**src/mmst_pkg.sv**
```systemverilog
// ----------------------------------------------------------------------------
// mmst_pkg
// shared widths, operation and status codes, and control structs for the
// bounded multiset with minimum, maximum and sum
// ----------------------------------------------------------------------------
package mmst_pkg;

    localparam int OP_W  = 2;
    localparam int VAL_W = 32;
    localparam int ST_W  = 2;
    localparam int SUM_W = 40;
    localparam int OCC_W = 9;

    // operation codes
    localparam logic [OP_W-1:0] OP_INSERT = 2'd0;
    localparam logic [OP_W-1:0] OP_REMOVE = 2'd1;
    localparam logic [OP_W-1:0] OP_QUERY  = 2'd2;

    // result status codes
    localparam logic [ST_W-1:0] ST_APPLIED = 2'd0;
    localparam logic [ST_W-1:0] ST_FULL    = 2'd1;
    localparam logic [ST_W-1:0] ST_ABSENT  = 2'd2;
    localparam logic [ST_W-1:0] ST_QUERY   = 2'd3;

    typedef logic [OP_W-1:0]         t_op;
    typedef logic signed [VAL_W-1:0] t_value;
    typedef logic [ST_W-1:0]         t_status;
    typedef logic signed [SUM_W-1:0] t_sum;
    typedef logic [OCC_W-1:0]        t_occ;

    // controller to datapath
    typedef struct packed {
        logic capture;  // register item and per-cell compare flags
        logic apply;    // shift the chain, update count and sum
        logic load;     // form the result into the output register
    } t_dp_cmd;

    // datapath to checks
    typedef struct packed {
        logic empty;
        logic full;
    } t_dp_stat;

endpackage

```
**src/mmst_ctrl.sv**
```systemverilog
// ----------------------------------------------------------------------------
// mmst_ctrl
// item sequencer: capture, apply, form result; owns both handshakes
// ----------------------------------------------------------------------------
module mmst_ctrl
    import mmst_pkg::*;
(
    input  logic     i_clk,
    input  logic     i_rst_n,
    input  logic     i_in_valid,
    output logic     o_in_ready,
    output logic     o_out_valid,
    input  logic     i_out_ready,
    output t_dp_cmd  o_cmd
);

    localparam logic [1:0] S_IDLE  = 2'd0;
    localparam logic [1:0] S_APPLY = 2'd1;
    localparam logic [1:0] S_FORM  = 2'd2;

    logic [1:0] r_state;
    logic [1:0] n_state;
    logic       r_out_valid;
    logic       n_out_valid;
    logic       out_free;

    assign out_free   = !r_out_valid || i_out_ready;
    assign o_in_ready = (r_state == S_IDLE);

    always_comb begin
        n_state     = r_state;
        n_out_valid = r_out_valid && !i_out_ready;
        o_cmd       = '0;
        unique case (r_state)
            S_IDLE: begin
                if (i_in_valid) begin
                    o_cmd.capture = 1'b1;
                    n_state       = S_APPLY;
                end
            end
            S_APPLY: begin
                o_cmd.apply = 1'b1;
                n_state     = S_FORM;
            end
            S_FORM: begin
                // wait here while the previous result is still held
                if (out_free) begin
                    o_cmd.load  = 1'b1;
                    n_out_valid = 1'b1;
                    n_state     = S_IDLE;
                end
            end
            default: begin
                n_state = S_IDLE;
            end
        endcase
    end

    always_ff @(posedge i_clk) begin
        if (!i_rst_n) begin
            r_state     <= S_IDLE;
            r_out_valid <= 1'b0;
        end else begin
            r_state     <= n_state;
            r_out_valid <= n_out_valid;
        end
    end

    assign o_out_valid = r_out_valid;

endmodule

```
**config.mk**
```make
export PLATFORM = sky130hd
export DESIGN_NAME = mmst_ctrl
export DESIGN_NICKNAME = d
export VERILOG_FILES = /design/src/mmst_pkg.sv /design/src/mmst_ctrl.sv
export SDC_FILE = /design/constraint.sdc
export NUM_CORES = 1
export LEC_CHECK = 0
export ABC_CLOCK_PERIOD_IN_PS = 1100
export BUFFER_PORTS_ARGS = -buffer_cell sky130_fd_sc_hd__buf_2
export CELL_PAD_IN_SITES_DETAIL_PLACEMENT = 1
export CELL_PAD_IN_SITES_GLOBAL_PLACEMENT = 2
export CORE_AREA = 2 2 39 41
export DETAILED_ROUTE_END_ITERATION = 10
export DIE_AREA = 0 0 41 43
export PLACE_DENSITY_LB_ADDON = 0.1
export SYNTH_ARGS = -nofsm -noshare
export SYNTH_HDL_FRONTEND = slang
export SYNTH_SLANG_ARGS = --single-unit
```
**constraint.sdc**
```tcl
create_clock -name i_clk -period 1.1 [get_ports i_clk]
set_input_delay 0.165 -clock i_clk [delete_from_list [all_inputs] [get_ports i_clk]]
set_output_delay 0.165 -clock i_clk [all_outputs]
set_load 0.03 [all_outputs]
```
# == Word-level counts from Yosys, hierarchy flattened ==
# Index checks and enable logic that the tools add are counted.
# word_totals
regBits,3
input_bits,4
out_inout_bits,5
# classes
eq_ne,4
muxes,10
reduce_logical,6
# op_table
cell,n
2-to-1 mux 1 bit,7
case mux 2 bit (3 select lines),1
2-to-1 mux 2 bit,2
"!= test 2 bit, second input constant",2
"== test 2 x 1 -> 1 bit, second input constant",1
"== test 2 bit, second input constant",1
logical NOT 1 bit,2
logical NOT 2 bit,1
AND reduction 2 bit,1
logical AND 1 bit,1
logical OR 1 bit,1

# == Longest topological paths before layout ==
# Gate-level depths: netlist of the first run.
# depth
depth_word,4
mapped_depth,2
ltp_nobuf,2

# == Least setup slack after synthesis of the first run ==
# No wires, ideal clock.
# synth_path
path_kind,register to output
startpoint,register r_out_valid (netlist: o_out_valid)
endpoint,output o_cmd[0] (netlist bit)
arrival_ns,0.979
required_time_ns,0.935
path_slack_ns,-0.044
stages_incl_launch_ff,3
n_path_buf,0
path_cell_list,dfxtp_1 > nand2b_1 > nor2b_1
# synth_lines
item,line,text
from (decl),mmst_ctrl.sv:23,logic r_out_valid;
from (signal assigned),mmst_ctrl.sv:65,r_out_valid <= n_out_valid;
to (decl),mmst_ctrl.sv:14,output t_dp_cmd o_cmd

==> flow_metrics.tcl, run 1 <==
set metrics [dict create \
    crit_family "flip-flops" \
    p_leak_nw 0.120 \
    fin_setup_tns_ns -0.0727 \
    num_vias 137 \
    ff_latch_area_um2 65.1 \
    ant_nets 0 \
    endpoint_kind "primary output" \
    synth.largest_area_cell "dfxtp_1" \
    synth_fa_ha_area_share_pct 0 \
    antenna_cells 0 \
    area_growth_pct 89.2 \
    cts_setup_buffers 0 \
    tightestPinTransition_ns 0.185 \
    period_minus_slack_ns 1.13 \
    drt_wl_total_um 417 \
    cp.arrival_ns 0.96 \
    synthTopCellsByArea "dfxtp_1, and4bb_1, nand2b_1, nor3b_2, and2b_4" \
    synth_xor_area_share_pct 0 \
    final_net_count 30 \
    grt_start_max_net_pins 6 \
    drt_iter0_markers 2 \
    portBuffers 8 \
    layout_common_cells "clkbuf_4, buf_2, buf_6" \
    drtPass1Iterations 2 \
    violations "setup timing" \
    synth_cell_types 10 \
    yosys_warnings 0 \
    synth_compound_area_share_pct 10.8 \
    numCtsBuffers 3 \
    grt_overflow_total 0 \
    fin_hold_ws_ns 0.181 \
    synth_top_family_by_area "simple AND/OR/NAND/NOR gates" \
    worstPathMaxFanout 5 \
    drive_gt1_share_pct 68.0 \
    fin_crit_sh_pct 103 \
    synth-seq-cells 3 \
    max_freq_ghz 0.887 \
    grt_usage_pct 6.62 \
    synth_mux_area_share_pct 0 \
    multiInputGateArea_um2 93.8 \
    power_mw 0.386 \
    clkTransAtPathRegs_ns 0.04 \
    syn-cell-area_um2 139 \
    crit_type "reg2out" \
    design.die.area_mm2 0.00176 \
    path_buf_inv 1 \
    core_area_mm2 0.00138 \
    synth_top_area_share_pct 43.2 \
    ir_drop_uv 262 \
    synth_nets 17 \
    dp_cells 37 \
    synth.avg_cell_area_um2 10.7 \
    fill_cells 171 \
    cp.required_ns 0.94 \
    hold_violations 0 \
    grt_pass1_wl_um 703 \
    clk_latency_ns 0.23 \
    die_y_um 43 \
    die_x_um 41 \
    rsz0062_at_grt "yes" \
    fin_cells 41 \
    clk_root_buffer_cell "clkbuf_4" \
    antenna_found_initial 0 \
    dp_hpwl_um 315 \
    pin_count 9 \
    cts_tree "done" \
    slowest_delay_ns 0.36 \
    h-tree-depth 1 \
    maxCapViolCount 0 \
    worst_slack_ns -0.0277 \
    crit_path_start_kind "flop" \
    initial_core_util_pct 10.0 \
    yosysSeqAreaShare_pct 43.2 \
    post-route-util_pct 19.0 \
    clock-sinks 3 \
    wl_per_cell_um 10.2 \
    drc 0 \
    holdCritPathClass "in2reg" \
    status "complete, but fails checks" \
    num_rows 14 \
    clock_skew_ns 0.00295 \
    worstPathCellList "and2b_4 -> buf_6" \
    post_drt_via_cell_ratio 3.34 \
    synthCells 13 \
    clk_path_buf_depth 2 \
    critPathSlowestCell "dfxtp_4" \
    holdBufCountCts 0 \
    final_max_slew_viol_count 0 \
    grt_pass1_vias 180 \
    setup_violations 3 \
    slew_headroom_pct 87.6 \
    globalplace.congestion 0.630 \
    powerDensity_mw_per_mm2 1470 \
    yosys.area_share.simple_pct 45.9 \
]
final cells by class:
class / count / share of cell area [%]
timing repair buffer: 8 / 21.9
multi-input combinational: 10 / 35.7
clock buffer: 4 / 10.0
tap: 16 / 7.62
sequential: 3 / 24.8
flip-flops by register name, indices dropped and copies added, names as in the netlist:
register	flops
r_state	2
o_out_valid	1
cells by family after synthesis:
group            count (synthesis)
AND/OR/NAND/NOR                  8
AO/OA/AOI/OAI                    2
flip-flops                       3
what timing repair did:
| item | 4_1_cts | 5_1_grt |
|---|---|---|
| endpoints found under the hold margin | 0 | 0 |
| resized for setup | 10 | 1 |
| setup endpoints to repair | 3 | 4 |
worst register-to-register path, stage by stage (launching register included):
cell     delay (ns)
dfxtp_4        0.37
and2b_4        0.20
o21a_1         0.18
report_power, final:
part / switching, mW / internal [mW]
combinational: 0.0371 / 0.0344
clock: 0.0574 / 0.136
sequential: 0.00697 / 0.114
per-stage QoR:
stage	worst slack (ns)	cell area, um^2
2_1_floorplan	0.0480	141
3_3_place_gp	0.0890	201
3_5_place_dp	0.115	201
4_1_cts	-0.0445	260
5_1_grt	-0.0767	263
6_report	-0.0277	263
synthesized netlist by cell type:
cell type and count:
dfxtp_1 3, nand2b_1 2, a21boi_0 1, and2_1 1, and2b_4 1, and4bb_1 1, nor2_1 1, nor2b_1 1
nor3b_2 1, o21a_1 1
metal layers:
| layer | GRT usage [%] | part of all wire (%) | vias up |
|---|---|---|---|
| met1 | 5.77 | 35 | 64 |
| met4 | 8.00 | 0 | 0 |
| li1 | - | - | 68 |
| met5 | 0 | 0 | - |
| met2 | 9.38 | 60 | 5 |
| met3 | 3.14 | 4.8 | 0 |
worst paths after layout:
check / cells after the start / slack (ns) / startpoint / endpoint
worst max register to register: 2 / 0.24 / r_state[1] / r_state[1]
worst min register to register: 2 / 0.54 / o_out_valid / o_out_valid
worst max-delay path: 2 / -0.03 / r_state[1] / o_cmd[1]
worst min-delay path: 2 / 0.18 / i_rst_n / r_state[0]
Power figures use the tool's default switching activity.
==> inputs of run 2 (changes only) <==
--- a/config.mk
+++ b/config.mk
@@ -5,7 +5,7 @@
 export SDC_FILE = /design/constraint.sdc
 export NUM_CORES = 1
 export LEC_CHECK = 0
-export ABC_CLOCK_PERIOD_IN_PS = 1100
+export ABC_CLOCK_PERIOD_IN_PS = 1400
 export BUFFER_PORTS_ARGS = -buffer_cell sky130_fd_sc_hd__buf_2
 export CELL_PAD_IN_SITES_DETAIL_PLACEMENT = 1
 export CELL_PAD_IN_SITES_GLOBAL_PLACEMENT = 2
@@ -13,6 +13,7 @@
 export DETAILED_ROUTE_END_ITERATION = 10
 export DIE_AREA = 0 0 41 43
 export PLACE_DENSITY_LB_ADDON = 0.1
+export SKIP_CTS_REPAIR_TIMING = 1
 export SYNTH_ARGS = -nofsm -noshare
 export SYNTH_HDL_FRONTEND = slang
 export SYNTH_SLANG_ARGS = --single-unit
==> constraint.sdc (replaced) <==
create_clock -name i_clk -period 1.4 [get_ports i_clk]
set_input_delay 0.21 -clock i_clk [delete_from_list [all_inputs] [get_ports i_clk]]
set_output_delay 0.21 -clock i_clk [all_outputs]
set_load 0.03 [all_outputs]
==> run 2 against run 1 <==
Compared with the run above: the flow now finishes without violations; sequential cell count stayed put; wire length is 8.2% lower; sequential share of layout area is 1.9 points higher; non-clock buffer count stayed put; via count stayed put; total power is 25% lower; register-to-register slack better by 0.25 ns; final cell count stayed put.
==> flow_metrics.tcl, run 2 (same netlist as run 1, synthesis figures left out) <==
set metrics [dict create \
    grt_pass1_vias 131 \
    r2r_cells 2 \
    p_int_mw 0.215 \
    drtPass1Iterations 1 \
    powerDensity_mw_per_mm2 1280 \
    clkTransAtPathRegs_ns 0.04 \
    crit_start "r_state[0]" \
    endpoint_kind "primary output" \
    crit_path_start_kind "flop" \
    grt_start_max_net_pins 6 \
    cts_tree "done" \
    pwr-share-seq_pct 33.0 \
    num_vias 137 \
    worstPathMaxFanout 5 \
    grt_overflow_total 0 \
    rsz0062_at_grt "no" \
    core_area_mm2 0.00138 \
    worstPathCellList "nand2b_1 -> nor2b_1 -> buf_2" \
    combPwrFrac_pct 15.7 \
    antenna_found_initial 0 \
    fill_cells 172 \
    largest-register "r_state" \
    final_net_count 30 \
    fin_crit_sh_pct 90.6 \
    slew_headroom_pct 86.6 \
    crit_type "reg2out" \
    setup_violations 0 \
    numCtsBuffers 3 \
    slowest_delay_ns 0.35 \
    fin_setup_tns_ns 0 \
    cp.arrival_ns 1.06 \
    ir_drop_uv 202 \
    die_x_um 41 \
    maxCapViolCount 0 \
    dp_cells 37 \
    r2r_start "r_state[1]" \
    clock-sinks 3 \
    holdCritPathClass "in2reg" \
    globalplace.congestion 0.641 \
    fin_cells 41 \
    area_growth_pct 62.2 \
    wl_per_cell_um 9.34 \
    pin_count 9 \
    clk_path_buf_depth 2 \
    post-route-util_pct 16.3 \
    met2_length_um 205 \
    status "completed" \
    cp.required_ns 1.19 \
    drive_gt1_share_pct 52.0 \
    final_max_slew_viol_count 0 \
    r2r-end "r_state[1]" \
    die_y_um 43 \
    max_freq_ghz 0.789 \
    reg2reg_slack_ns 0.49 \
    p_clk_share_pct 51.2 \
    met1Wirelength_um 167 \
    h-tree-depth 1 \
    critPathSlowestCell "dfxtp_1" \
    ant_nets 0 \
    antenna_cells 0 \
    drt_iter0_markers 0 \
    crit_path_end "o_cmd[0]" \
    layout_commonest_cell "buf_2" \
    largest_register_ffs 2 \
    design.die.area_mm2 0.00176 \
    p_leak_nw 0.104 \
    switching_share_pct 25.5 \
    portBuffers 8 \
    initial_core_util_pct 10.0 \
    power_mw 0.288 \
    grt_pass1_wl_um 531 \
    post_drt_via_cell_ratio 3.34 \
    clock_skew_ns 0.00247 \
    layout_common_cells "buf_2, clkbuf_4, dfxtp_1" \
    hold_violations 0 \
    period_minus_slack_ns 1.27 \
    top_layer_used "met3" \
    drc 0 \
    clk_latency_ns 0.23 \
    p_sw_mw 0.0734 \
    num_rows 14 \
    clk_root_buffer_cell "clkbuf_4" \
    tightestPinTransition_ns 0.201 \
    route.met3.wl_um 11 \
    grt_usage_pct 5.21 \
    drt_wl_total_um 383 \
]
## run 2: changes by cell type in the layout (fill, tap and decap cells not counted), sizes merged
cell    delta
clkbuf     -1
buf        +1
## run 2: worst max-delay path, delay by kind of cell, from the launching register on
family                 cells  cell delay [ns]
DFF                        1             0.35
buffers and inverters      1             0.20
and+or+nand+nor            2             0.27
## run 2: layer usage
| layer | vias up | global-route usage, % |
|---|---|---|
| met5 | - | 0 |
| met4 | 0 | 6.00 |
| met3 | 0 | 3.14 |
| met2 | 2 | 6.25 |
| met1 | 66 | 5.43 |
| li1 | 69 | - |
## run 2: area by class of cell
| cell class | instances | area [um^2] | share of cell area [%] |
|---|---|---|---|
| multi-input combinational | 10 | 78.8 | 35.0 |
| sequential | 3 | 60.1 | 26.7 |
| timing repair buffer | 8 | 40.0 | 17.8 |
| clock buffer | 4 | 26.3 | 11.7 |
| tap | 16 | 20.0 | 8.89 |
## run 2: worst min path at each step
stage / startpoint / end / cells past startpoint / slack [ns]
after floorplan: i_rst_n / r_state[1] / 1 / 0.33
after global placement: i_rst_n / r_state[1] / 2 / 0.46
after detailed placement: i_rst_n / r_state[1] / 2 / 0.46
after CTS: i_rst_n / r_state[1] / 2 / 0.22
after global routing: i_rst_n / r_state[1] / 2 / 0.24
final: i_rst_n / r_state[1] / 2 / 0.22
## run 2: stage by stage
step	setup WS, ns	hold slack, ns	area, um^2
after global placement	0.365	0.462	199
after floorplan	0.211	0.327	139
final	0.132	0.220	225
after CTS	0.107	0.216	225
after global routing	0.0571	0.239	225
after detailed placement	0.358	0.457	199
## run 2: power groups by stage
stage / clock network, mW / registers (mW) / logic (mW)
2_1_floorplan: 0 / 0.0966 / 0.0298
3_3_place_gp: 0 / 0.0969 / 0.0464
3_5_place_dp: 0 / 0.0970 / 0.0462
4_1_cts: 0.155 / 0.0957 / 0.0464
5_1_grt: 0.163 / 0.0961 / 0.0488
6_report: 0.148 / 0.0953 / 0.0454
==> inputs of run 3 (changes only) <==
--- a/config.mk
+++ b/config.mk
@@ -5,6 +5,7 @@
 export SDC_FILE = /design/constraint.sdc
 export NUM_CORES = 1
 export LEC_CHECK = 0
+export ABC_AREA = 1
 export ABC_CLOCK_PERIOD_IN_PS = 1400
 export BUFFER_PORTS_ARGS = -buffer_cell sky130_fd_sc_hd__buf_2
 export CELL_PAD_IN_SITES_DETAIL_PLACEMENT = 1
==> run 3 against run 2 <==
Compared with the run above: register-to-register slack better by 0.17 ns; critical path type unchanged; core utilization is 1.2 points higher; design area is 7.2% higher; sequential power is 2% lower; die area stayed put.
==> flow_metrics.tcl, run 3 <==
set metrics [dict create \
    maxCapViolCount 0 \
    hold_violations 0 \
    die_y_um 43 \
    fin_crit_sh_pct 89.0 \
    synthTopCellsByArea "dfxtp_1, inv_1, nand2_1, nor2_4, nor3_2" \
    globalplace.congestion 0.610 \
    grt_usage_pct 5.62 \
    synth_most_common_cell "inv_1" \
    min_from "i_rst_n" \
    drt_iter0_markers 1 \
    r2r-end "o_out_valid" \
    drt_wl_total_um 372 \
    path_buf_inv 2 \
    portBuffers 8 \
    clock_skew_ns 0.00414 \
    synth_ff_type "dfxtp_1" \
    power_mw 0.298 \
    antenna_found_initial 0 \
    crit_family "flip-flops" \
    ir_drop_uv 211 \
    layout_common_cells "buf_2, inv_1, nand2_1, clkbuf_4, dfxtp_1" \
    cp.arrival_ns 1.04 \
    design.die.area_mm2 0.00176 \
    wl_per_cell_um 7.75 \
    synth_xor_area_share_pct 0 \
    layout_commonest_cell "buf_2" \
    synth_nets 24 \
    holdCritPathClass "in2reg" \
    ff_latch_area_um2 60.1 \
    clkTransAtPathRegs_ns 0.04 \
    crit_type "reg2out" \
    post-route-util_pct 17.5 \
    setup_violations 0 \
    synth_mux_area_share_pct 0 \
    drtPass1Iterations 2 \
    cts_tree "done" \
    r2r_cells 2 \
    period_minus_slack_ns 1.25 \
    endpoint_kind "primary output" \
    dp_hpwl_um 312 \
    synth-seq-cells 3 \
    post_drt_via_cell_ratio 3.33 \
    slowest_delay_ns 0.40 \
    clk_path_buf_depth 2 \
    grt_pass1_wl_um 579 \
    drc 0 \
    syn-cell-area_um2 150 \
    synth_compound_area_share_pct 10.8 \
    h-tree-depth 1 \
    grt_start_max_net_pins 5 \
    area_growth_pct 60.8 \
    synth.largest_area_cell "dfxtp_1" \
    fin_setup_tns_ns 0 \
    largest_register_ffs 2 \
    r2r_start "r_state[0]" \
    worstPathCellList "inv_1 -> nand2_1 -> nor2_1 -> buf_2" \
    async_flop_share_pct 0 \
    core_area_mm2 0.00138 \
    die_x_um 41 \
    synth_top_family_by_area "simple AND/OR/NAND/NOR gates" \
    pin_count 9 \
    yosys.area_share.simple_pct 31.7 \
    synth.avg_cell_area_um2 7.51 \
    tightestPinTransition_ns 0.186 \
    synth_top_area_share_pct 40.0 \
    final_net_count 37 \
    fill_cells 175 \
    p_leak_nw 0.123 \
    largest-register "r_state" \
    hold_depth 2 \
    reg2reg_slack_ns 0.66 \
    clk_root_buffer_cell "clkbuf_4" \
    clk_latency_ns 0.23 \
    powerDensity_mw_per_mm2 1230 \
    antenna_cells 0 \
    rsz0062_at_grt "no" \
    num_rows 14 \
    synthCells 20 \
    holdPathEnd "o_out_valid" \
    cp.required_ns 1.19 \
    num_vias 160 \
    ant_nets 0 \
    critPathSlowestCell "dfxtp_1" \
    max_freq_ghz 0.802 \
    clock-sinks 3 \
    worstPathMaxFanout 4 \
    crit_path_start_kind "flop" \
    slew_headroom_pct 87.6 \
    synth_fa_ha_area_share_pct 0 \
    numCtsBuffers 3 \
    grt_overflow_total 0 \
    synth_commonest_cells "inv_1, dfxtp_1, nand2_1" \
    multiInputGateArea_um2 68.8 \
    status "completed" \
    grt_pass1_vias 173 \
    drive_gt1_share_pct 53.1 \
    yosysSeqAreaShare_pct 40.0 \
    final_max_slew_viol_count 0 \
    synth_edf_count 0 \
    synth_cell_types 11 \
    initial_core_util_pct 10.8 \
    yosys_warnings 0 \
]
[run 3: cell type report]
| type | count | area share, % |
|---|---|---|
| clock buffers | 4 | 10.9 |
| inverters | 7 | 10.9 |
| multi-input cells | 10 | 28.5 |
| flip-flops and latches | 3 | 24.9 |
| well taps | 16 | 8.29 |
| repair buffers | 8 | 16.6 |
[run 3: worst reg2reg max path, stage by stage, from the launching register on]
cell,delay [ns]
dfxtp_1,0.40
nor2_2,0.07
o21a_1,0.16
[run 3: logic make-up after synthesis]
| logic type | Yosys count |
|---|---|
| buf+inv | 7 |
| flops | 3 |
| compound gates | 2 |
| simple gates | 8 |
[run 3: how the worst max path moves through the flow]
stage	startpoint	to	slack [ns]	depth (start not counted)
final	r_state[0]	o_cmd[2]	0.15	4
after global routing	r_state[0]	o_in_ready	0.09	4
after CTS	r_state[0]	o_cmd[2]	0.13	4
after detailed placement	r_state[0]	o_cmd[2]	0.39	4
after global placement	r_state[0]	o_cmd[2]	0.41	4
after floorplan	o_out_valid	o_cmd[0]	0.24	3
[run 3: report_power, final]
part | switching (mW) | leakage [nW] | internal (mW)
Clock | 0.0462 | 0.0150 | 0.107
Sequential | 0.00342 | 0.0246 | 0.0900
Combinational | 0.0354 | 0.0835 | 0.0157
Total | 0.0850 | 0.123 | 0.213
[run 3: metrics by stage]
stage | setup slack, ns | hold WS [ns] | std cells | cell area [um^2]
floorplan | 0.242 | 0.328 | 20 | 155
global placement | 0.414 | 0.437 | 44 | 215
detailed placement | 0.392 | 0.440 | 44 | 215
CTS | 0.132 | 0.192 | 48 | 241
global route | 0.0929 | 0.196 | 48 | 241
finish | 0.154 | 0.195 | 48 | 241
[run 3: routing by layer]
metal	vias to the layer above	GRT usage [%]	wire length [um]	part of all wire [%]
met4	0	10.0	0	0
met2	8	7.19	199	53
met1	69	4.81	145	39
met5	-	0	0	0
met3	0	1.57	27	7.3
li1	83	-	-	-
